==> src/rtl/epdt_div.sv <==
`timescale 1ns / 1ps
module epdt_div #(
  parameter int DW = 8,
  parameter int QW = 8
) (
  input  logic             clk_i,
  input  logic             rst_ni,
  input  logic             start_i,
  input  logic [DW+QW-1:0] num_i,
  input  logic [DW-1:0]    den_i,
  output logic             done_o,
  output logic [QW-1:0]    quo_o
);

  localparam int RW = DW + QW;
  localparam int CNTW = $clog2(QW + 1);

  logic [RW-1:0]   rem_q;
  logic [RW-1:0]   dsh_q;
  logic [QW-1:0]   quo_q;
  logic [CNTW-1:0] cnt_q;
  logic            done_q;
  logic            ge;

  assign ge = rem_q >= dsh_q;

  always_ff @(posedge clk_i or negedge rst_ni) begin
    if (!rst_ni) begin
      cnt_q  <= '0;
      done_q <= 1'b0;
    end else begin
      done_q <= 1'b0;
      if (start_i) begin
        cnt_q <= CNTW'(QW);
      end else if (cnt_q != '0) begin
        cnt_q <= cnt_q - CNTW'(1);
        if (cnt_q == CNTW'(1)) begin
          done_q <= 1'b1;
        end
      end
    end
  end

  // restoring division, one quotient bit per cycle
  always_ff @(posedge clk_i) begin
    if (start_i) begin
      rem_q <= num_i;
      dsh_q <= RW'(den_i) << (QW - 1);
      quo_q <= '0;
    end else if (cnt_q != '0) begin
      if (ge) begin
        rem_q <= rem_q - dsh_q;
      end
      quo_q <= (quo_q << 1) | QW'(ge);
      dsh_q <= dsh_q >> 1;
    end
  end

  assign done_o = done_q;
  assign quo_o  = quo_q;

endmodule

==> config.mk <==
export PLATFORM = sky130hd
export DESIGN_NAME = epdt_div
export DESIGN_NICKNAME = d
export VERILOG_FILES = /design/src/rtl/epdt_div.sv
export SDC_FILE = /design/constraint.sdc
export NUM_CORES = 1
export LEC_CHECK = 0
export BUFFER_PORTS_ARGS = -buffer_cell sky130_fd_sc_hd__buf_2
export CAP_MARGIN = 5
export CELL_PAD_IN_SITES_DETAIL_PLACEMENT = 2
export CELL_PAD_IN_SITES_GLOBAL_PLACEMENT = 2
export CORE_MARGIN = 3
export CORE_UTILIZATION = 30
export DETAILED_ROUTE_END_ITERATION = 10
export PLACE_DENSITY = 0.75
export SYNTH_ARGS = -nofsm -noshare
export SYNTH_HDL_FRONTEND = slang
export SYNTH_SLANG_ARGS = --single-unit
==> constraint.sdc <==
create_clock -name clk_i -period 4.3 [get_ports clk_i]
set_clock_uncertainty 0.1 [all_clocks]
set_input_delay 0.86 -clock clk_i [delete_from_list [all_inputs] [get_ports clk_i]]
set_output_delay 0.86 -clock clk_i [all_outputs]
set_load 0.01 [all_outputs]
==> results of run 1 <==
critical path: stages, from the launching register on:
cell and delay [ps]:
edfxtp_1 330, inv_1 40, ha_1 210, inv_1 70, fa_1 230, a211oi_1 110, o21ai_0 270, nand3_1 120
a31oi_1 280, a21o_1 640
layout make-up:
class	count	area share (%)
multi-input cells	219	45.2
clock buffers	7	3.54
flip-flops and latches	44	37.7
inverters	22	2.72
well taps	105	4.32
clock inverters	1	0.288
repair buffers	37	6.26
flip-flops by register name, summed over array words and instances (netlist names):
name and cells:
dsh_q 15, cnt_q 4, quo_o 8, rem_q 16
done_o 1
metrics by stage:
step                worst slack [ps]  util, %
floorplan                       1910        -
global placement                1600     34.7
detailed placement              1490     34.7
CTS                             1460     36.1
global route                    1250     36.1
finish                          1520     36.1
how the worst max path moves through the flow:
stage,start,end,slack (ps),cells past startpoint
floorplan,rem_q[3],rem_q[11],1910,7
finish,rem_q[0],rem_q[8],1520,9
CTS,rem_q[0],rem_q[9],1460,9
global route,dsh_q[8],rem_q[9],1250,7
global placement,rem_q[0],rem_q[10],1600,9
detailed placement,rem_q[0],rem_q[3],1490,9
layout by cell type, fill, tap and decap left out, types with 6 or more instances in the layout:
cell / n
buf_2: 35
a21oi_1: 26
o31ai_1: 10
inv_1: 22
o21ai_0: 23
nor2_1: 13
ha_1: 18
clkbuf_8: 6
edfxtp_1: 24
nand2_1: 55
dfxtp_1: 15
nand3_1: 6
xnor2_1: 7
o21a_1: 6
power breakdown:
group	switching (uW)	leakage, uW	internal [uW]
Combinational	781	0.000770	495
Sequential	67.6	0.000440	634
Clock	155	0.0000596	167
Total	1000	0.00127	1300
metal layers:
metal,up-vias,track usage [%]
li1,1117,-
met1,1067,21.7
met2,32,23.2
met3,6,2.57
met4,0,3.63
met5,-,0
kinds of logic after synthesis:
kind of cell	Yosys count	share of synthesized area, %
and+or+nand+nor	97	16.4
AOI/OAI and AO/OA	90	21.5
DFF	44	43.0
buffers and inverters	39	5.49
adders and majority gates	19	9.20
xor gates and xnor gates	12	3.94
muxes	1	0.423
==> impl_metrics.tcl, run 1 <==
set metrics [dict create \
    start_util_pct 31.6 \
    place_congestion 0.804 \
    placed_cell_area_mm2 0.00292 \
    dp_hpwl_um 5330 \
    drt-wirelength-per-cell_um 16.5 \
    finalMaxSlewViolations 0 \
    multi_input_area_mm2 0.00137 \
    nFillCells 974 \
    row_count 33 \
    status "finished, final reports clean" \
    p_per_area_mw_per_mm2 757 \
    drtIter0Drc 106 \
    root_buffer "clkbuf_8" \
    portBuffers 35 \
    rrSetupSlack_ps 1520 \
    grt_pass1_vias 2342 \
    vias_per_cell 5.11 \
    ys.warnings.count 0 \
    relSlewSlack_pct 48.2 \
    syn-num-nets 348 \
    htree_levels 2 \
    synth.area.top_cells "edfxtp_1, dfxtp_1, ha_1, nand2_1, a21oi_1" \
    fmax_ghz 0.360 \
    ys_types 43 \
    hold_violations 0 \
    finalCriticalPeriod_ps 2780 \
    cts_resized 0 \
    synthArstFlopShare_pct 11.4 \
    wl_met2_um 3200 \
    synth_area_mm2 0.00267 \
    synth_area_per_cell_um2 8.82 \
    ant_nets 0 \
    yosysSeqAreaShare_pct 43.0 \
    grt_start_max_net_pins 46 \
    stdcell_area_mm2 0.00304 \
    dr_wl_met3_um 266 \
    ctsHoldBuffers 0 \
    antenna_found_initial 0 \
    fin_crit_sh_pct 64.6 \
    setup_violations 0 \
    worstSkewPairLatency_ps 300 \
    hold_path.class "input pin to asynchronous set/reset pin" \
    yosysMostFrequentCell "nand2_1" \
    cp-end-kind "flop" \
    tightest_slew_ps 777 \
    startpoint_type "flop" \
    rsz0062_at_grt "no" \
    ff_latch_area_mm2 0.00115 \
    fp.coreArea_mm2 0.00842 \
    cts.sinks 44 \
    worstReg2RegStart "rem_q[0]" \
    first_pass_iters 4 \
    crit_type "flop to flop" \
    clk_pin_slew_ps 90 \
    dieHeight_um 100 \
    clk_path_buf_depth 2 \
    cts_buffers 5 \
    fin_nets 375 \
    grt_overflow 0 \
    synth_top_area_cell "edfxtp_1" \
    synthCells 302 \
    stdcell_count 435 \
    wl_met1_um 3620 \
    cts_tree "yes" \
    fp.dieW_um 100 \
    total_power_uw 2300 \
    worst-endpoint-arrival_ps 2610 \
    syn_to_final_growth_pct 14.0 \
    yosys-top-cells-count "nand2_1, a21oi_1, edfxtp_1" \
    maxCapViolCount 0 \
    p_leak_uw 0.00127 \
    synth-edff-count 24 \
    routed_wl_um 7160 \
    required_ps 4140 \
    rr_worst_depth 9 \
    r2r_end "rem_q[8]" \
    drc 0 \
    setup_tns_ps 0 \
    grt_usage_pct 15.0 \
    hold_ws_ps 254 \
    synth.top_cell.area_share_pct 27.0 \
    ir_drop_v 0.000204 \
    ioPinCount 36 \
    dieArea_mm2 0.0101 \
    path_max_fanout 16 \
    drive_gt1_share_pct 15.8 \
    cts_setup_buffers 0 \
    synthFlopType "edfxtp_1" \
    highest_layer "met4" \
    place_inst 427 \
    synth_seq_cells 44 \
    grt_pass1_wl_um 12000 \
    antennaDiodeCount 0 \
    vias 2222 \
]
Power figures use the tool's default switching activity.
==> inputs of run 2 (changes only) <==
clock period = 2.7 ns   (was 4.3 ns; I/O delays follow)
==> run 2 against run 1 <==
Against the previous run:
- via count rose by 2.8%
- wire length increased by 7.4%
- sequential cell count stayed put
- sequential share of layout area is 0.92 points lower
- final cell count is 1.4% higher
==> impl_metrics.tcl, run 2 (synthesized netlist as in run 1, its figures left out) <==
set metrics [dict create \
    grt_pass1_vias 2490 \
    cts_buffers 5 \
    whs_path_depth 2 \
    cts.sinks 44 \
    final_common_cell "nand2_1" \
    grt-busiest-layer "met2" \
    row_count 33 \
    fp.coreArea_mm2 0.00842 \
    use_met1_pct 22.0 \
    multi_input_area_mm2 0.00140 \
    clk_pin_slew_ps 100 \
    drc 0 \
    dp_hpwl_um 5630 \
    rsz0062_at_grt "no" \
    grt_pass1_wl_um 12800 \
    ant_nets 0 \
    dieArea_mm2 0.0101 \
    critPathMaxStageDelay_ps 470 \
    fin_crit_sh_pct 95.0 \
    critPathBufInv 1 \
    largest_reg_flops 16 \
    routed_wl_um 7690 \
    setup_tns_ps 0 \
    p_per_area_mw_per_mm2 1230 \
    status "finished, final reports clean" \
    cts_setup_buffers 0 \
    relSlewSlack_pct 72.9 \
    fp.dieW_um 100 \
    place_congestion 0.854 \
    startpoint_type "flop" \
    tightest_slew_ps 406 \
    fin_nets 381 \
    htree_levels 2 \
    syn_to_final_growth_pct 16.9 \
    rrSetupSlack_ps 140 \
    crit_type "flop to flop" \
    maxCapViolCount 0 \
    layout_common_cells "nand2_1, buf_2, a21oi_1" \
    finalMaxSlewViolations 0 \
    worstSkewPairLatency_ps 320 \
    grt_overflow 0 \
    grt_start_max_net_pins 49 \
    ff_latch_area_mm2 0.00115 \
    nFillCells 972 \
    grt_use_met2_pct 26.5 \
    worst-endpoint-arrival_ps 2550 \
    portBuffers 35 \
    drt-wirelength-per-cell_um 17.4 \
    ioPinCount 36 \
    antenna_found_initial 0 \
    finalCriticalPeriod_ps 2560 \
    first_pass_iters 4 \
    path_depth 8 \
    hold_violations 0 \
    cp-end-kind "flop" \
    drtIter0Drc 89 \
    grt_usage_pct 16.1 \
    antennaDiodeCount 0 \
    ir_drop_v 0.000311 \
    path_max_fanout 4 \
    vias 2285 \
    largest_register "rem_q" \
    setup_violations 0 \
    fmax_ghz 0.390 \
    vias_per_cell 5.18 \
    hold_path.class "flop to flop" \
    cts_tree "yes" \
    p_leak_uw 0.00130 \
    crit_chain "inv_1 > ha_1 > and3_2 > o21ai_2 > a211oi_2 > o211a_1 > or4_1 > a31o_1" \
    root_buffer "clkbuf_8" \
    path_delay_family "simple AND/OR/NAND/NOR gates" \
    drive_gt1_share_pct 18.2 \
    use_met3_pct 2.22 \
    stdcell_count 441 \
    required_ps 2680 \
    start_util_pct 31.6 \
    dieHeight_um 100 \
    critical-path-slowest-cell "or4_1" \
    clk_path_buf_depth 2 \
    rr_worst_depth 8 \
    place_inst 432 \
]
-- run 2: area by class of cell --
class,count,area share (%)
Inverter,22,2.65
Multi-Input combinational cell,219,44.8
Tap cell,105,4.22
Sequential cell,44,36.8
Timing Repair Buffer,43,8.03
Clock buffer,6,3.01
Clock inverter,2,0.482
-- run 2: through the flow --
step | cell area, um^2 | util, % | worst slack [ps] | hold slack [ps] | total power [uW]
3_3_place_gp | 2970 | 35.3 | 218 | 261 | 3180
3_5_place_dp | 2970 | 35.3 | 84.9 | 264 | 3260
5_1_grt | 3120 | 37.0 | 1.24 | 399 | 4180
2_1_floorplan | 2670 | - | 314 | 144 | 2620
6_report | 3120 | 37.0 | 135 | 369 | 3820
4_1_cts | 3090 | 36.7 | 81.6 | 376 | 3810
-- run 2: layer usage --
layer	share of wire [%]	vias up
met5	0	-
met1	48	1118
met2	48	34
met4	1.5	0
li1	-	1124
met3	3.0	9
-- run 2: worst paths after layout --
| path | endpoint | from |
|---|---|---|
| setup / recovery | rem_q[11] | dsh_q[4] |
| hold / removal | quo_o[7] | quo_o[7] |
| setup reg to reg | rem_q[11] | dsh_q[4] |
| hold reg to reg | quo_o[7] | quo_o[7] |
| max in group asynchronous | cnt_q[0] | rst_ni |
| min in group asynchronous | cnt_q[2] | rst_ni |
-- run 2: worst reg2reg max path, stage by stage (launching register included) --
cell,delay [ps]
dfxtp_1,380
inv_1,80
ha_1,350
and3_2,260
o21ai_2,90
a211oi_2,130
o211a_1,240
or4_1,470
a31o_1,240
-- run 2: report_power, final --
| group | internal [uW] | leakage (uW) | switching [uW] |
|---|---|---|---|
| registers | 1010 | 0.000440 | 121 |
| logic | 880 | 0.000804 | 1300 |
| clock network | 243 | 0.0000573 | 274 |
-- run 2: repair_timing --
item | in CTS | in global routing
hold endpoints to repair | 5 | 0
resized for setup | 0 | 4
hold buffers | 1 | 0
setup endpoints to repair | 0 | 20
==> inputs of run 3 (changes only) <==
CORE_ASPECT_RATIO = 1.75   (was not set)
==> run 3 against run 2 <==
Against the previous run:
- wire length is 5.9% higher
- largest power group unchanged
- register-to-register slack lost 40 ps
- critical endpoint unchanged
- count of clock-buffer cells in the layout grew 1
- sequential share of layout area down 1.1 points
- sequential cell count unchanged
- combinational power hardly changed
- maximum frequency shrank 1.4%
==> impl_metrics.tcl, run 3 (synthesized netlist as in run 1, its figures left out) <==
set metrics [dict create \
    p_sw_uw 1730 \
    worst-endpoint-arrival_ps 2550 \
    hold_path.class "flop to flop" \
    root_buffer "clkbuf_16" \
    p_leak_uw 0.00135 \
    antennaDiodeCount 0 \
    cts_buffers 5 \
    maxCapViolCount 0 \
    hold_violations 0 \
    finalCriticalPeriod_ps 2600 \
    cp-end-kind "flop" \
    layout_common_cells "nand2_1, buf_2, a21oi_1" \
    fin_nets 385 \
    dieHeight_um 131 \
    grt_pass1_wl_um 13100 \
    stdcell_area_mm2 0.00321 \
    grt_usage_pct 16.8 \
    worstSkewPairLatency_ps 300 \
    routed_wl_um 8140 \
    startpoint_type "flop" \
    start_util_pct 31.4 \
    fp.coreArea_mm2 0.00848 \
    placed_cell_area_mm2 0.00300 \
    dp_hpwl_um 6040 \
    p_int_uw 2330 \
    ioPinCount 36 \
    vias 2359 \
    pre_cts_slack_ps 57.3 \
    ir_drop_v 0.000377 \
    largest_register "rem_q" \
    crit_chain "inv_1 > ha_1 > a21o_1 > a21oi_2 > a211oi_2 > o211a_1 > or4_1 > a31o_1" \
    relSlewSlack_pct 69.9 \
    drt-wirelength-per-cell_um 17.9 \
    ant_nets 0 \
    critical-path-slowest-cell "or4_1" \
    row_count 44 \
    fin_crit_sh_pct 96.3 \
    seqPwrFrac_pct 28.1 \
    finalMaxSlewViolations 0 \
    cts_tree "yes" \
    whs_path_depth 2 \
    grt_pass1_vias 2528 \
    p_per_area_mw_per_mm2 1260 \
    drtIter0Drc 78 \
    path_max_fanout 5 \
    layout_setup_ws_ps 99.4 \
    final_common_cell "nand2_1" \
    syn_to_final_growth_pct 20.4 \
    first_pass_iters 4 \
    tightest_slew_ps 448 \
    rr_worst_depth 8 \
    setup_violations 0 \
    drive_gt1_share_pct 19.1 \
    vias_per_cell 5.18 \
    fp.dieW_um 77.3 \
    drc 0 \
    required_ps 2650 \
    crit_type "flop to flop" \
    htree_levels 2 \
    cts.sinks 44 \
    critPathMaxStageDelay_ps 470 \
    largest_reg_flops 16 \
    clk_pin_slew_ps 70 \
    p_sw_share_pct 42.6 \
    place_congestion 0.792 \
    grt_overflow 0 \
    status "finished, final reports clean" \
    combPwrFrac_pct 54.4 \
    grt_start_max_net_pins 25 \
    power_frac_clock_pct 17.6 \
    fmax_ghz 0.385 \
    portBuffers 35 \
    clk_path_buf_depth 2 \
    dieArea_mm2 0.0101 \
    antenna_found_initial 0 \
]
## run 3: cell count changes in the layout (fill, tap and decap cells not counted), sizes merged
cell / delta
buf: +4
clkbuf: +1
clkinv: +1
inv: -2
## run 3: final timing paths
kind	startpoint	end	slack, ps
max in group asynchronous	rst_ni	cnt_q[2]	1870
min in group asynchronous	rst_ni	cnt_q[0]	500
worst max register to register	dsh_q[3]	rem_q[11]	100
worst max-delay path	dsh_q[3]	rem_q[11]	100
worst min-delay path	quo_o[7]	quo_o[7]	350
worst min register to register	quo_o[7]	quo_o[7]	350
## run 3: critical path, delay by kind of cell (launching register included)
| family | cells | cell delay, ps |
|---|---|---|
| compound gates | 5 | 970 |
| buf+inv | 1 | 90 |
| fa+ha+maj | 1 | 340 |
| simple gates | 1 | 470 |
| flops | 1 | 370 |
## run 3: cell type report
type | count | area, um^2
Clock inverter | 1 | 8.76
Tap cell | 115 | 144
Timing Repair Buffer | 47 | 268
Clock buffer | 7 | 164
Sequential cell | 44 | 1150
Inverter | 22 | 82.6
Multi-Input combinational cell | 219 | 1400
Fill cell | 1009 | 5270
## run 3: power by group through the flow
| stage | logic (uW) | clock network (uW) | registers [uW] |
|---|---|---|---|
| after floorplan | 1520 | 0 | 1110 |
| after global placement | 2060 | 0 | 1130 |
| after detailed placement | 2150 | 0 | 1150 |
| after CTS | 2200 | 729 | 1140 |
| after global routing | 2490 | 747 | 1160 |
| final | 2210 | 713 | 1140 |
## run 3: per-layer routing
layer  vias up  share of wire [%]  track usage, %
met5         -                  0               0
met3         9                1.7            2.19
met1      1187                 39            18.3
met2        24                 57            32.9
li1       1139                  -               -
met4         0                1.8            5.97
## run 3: what timing repair did
action | 4_1_cts | 5_1_grt
hold endpoints to repair | 5 | 0
setup buffers | 0 | 0
pin swaps | 0 | 1
hold buffers | 1 | 0
resized for setup | 1 | 4
setup endpoints to repair | 11 | 13
## run 3: stage by stage
stage / power [uW] / hold WS [ps] / TNS [ps] / instances / util (%)
floorplan: 2620 / 144 / 0 / 302 / -
global placement: 3190 / 262 / 0 / 446 / 35.4
detailed placement: 3300 / 265 / 0 / 446 / 35.4
CTS: 4070 / 357 / 0 / 455 / 37.6
global route: 4400 / 383 / -6.45 / 455 / 37.8
finish: 4060 / 351 / 0 / 455 / 37.8
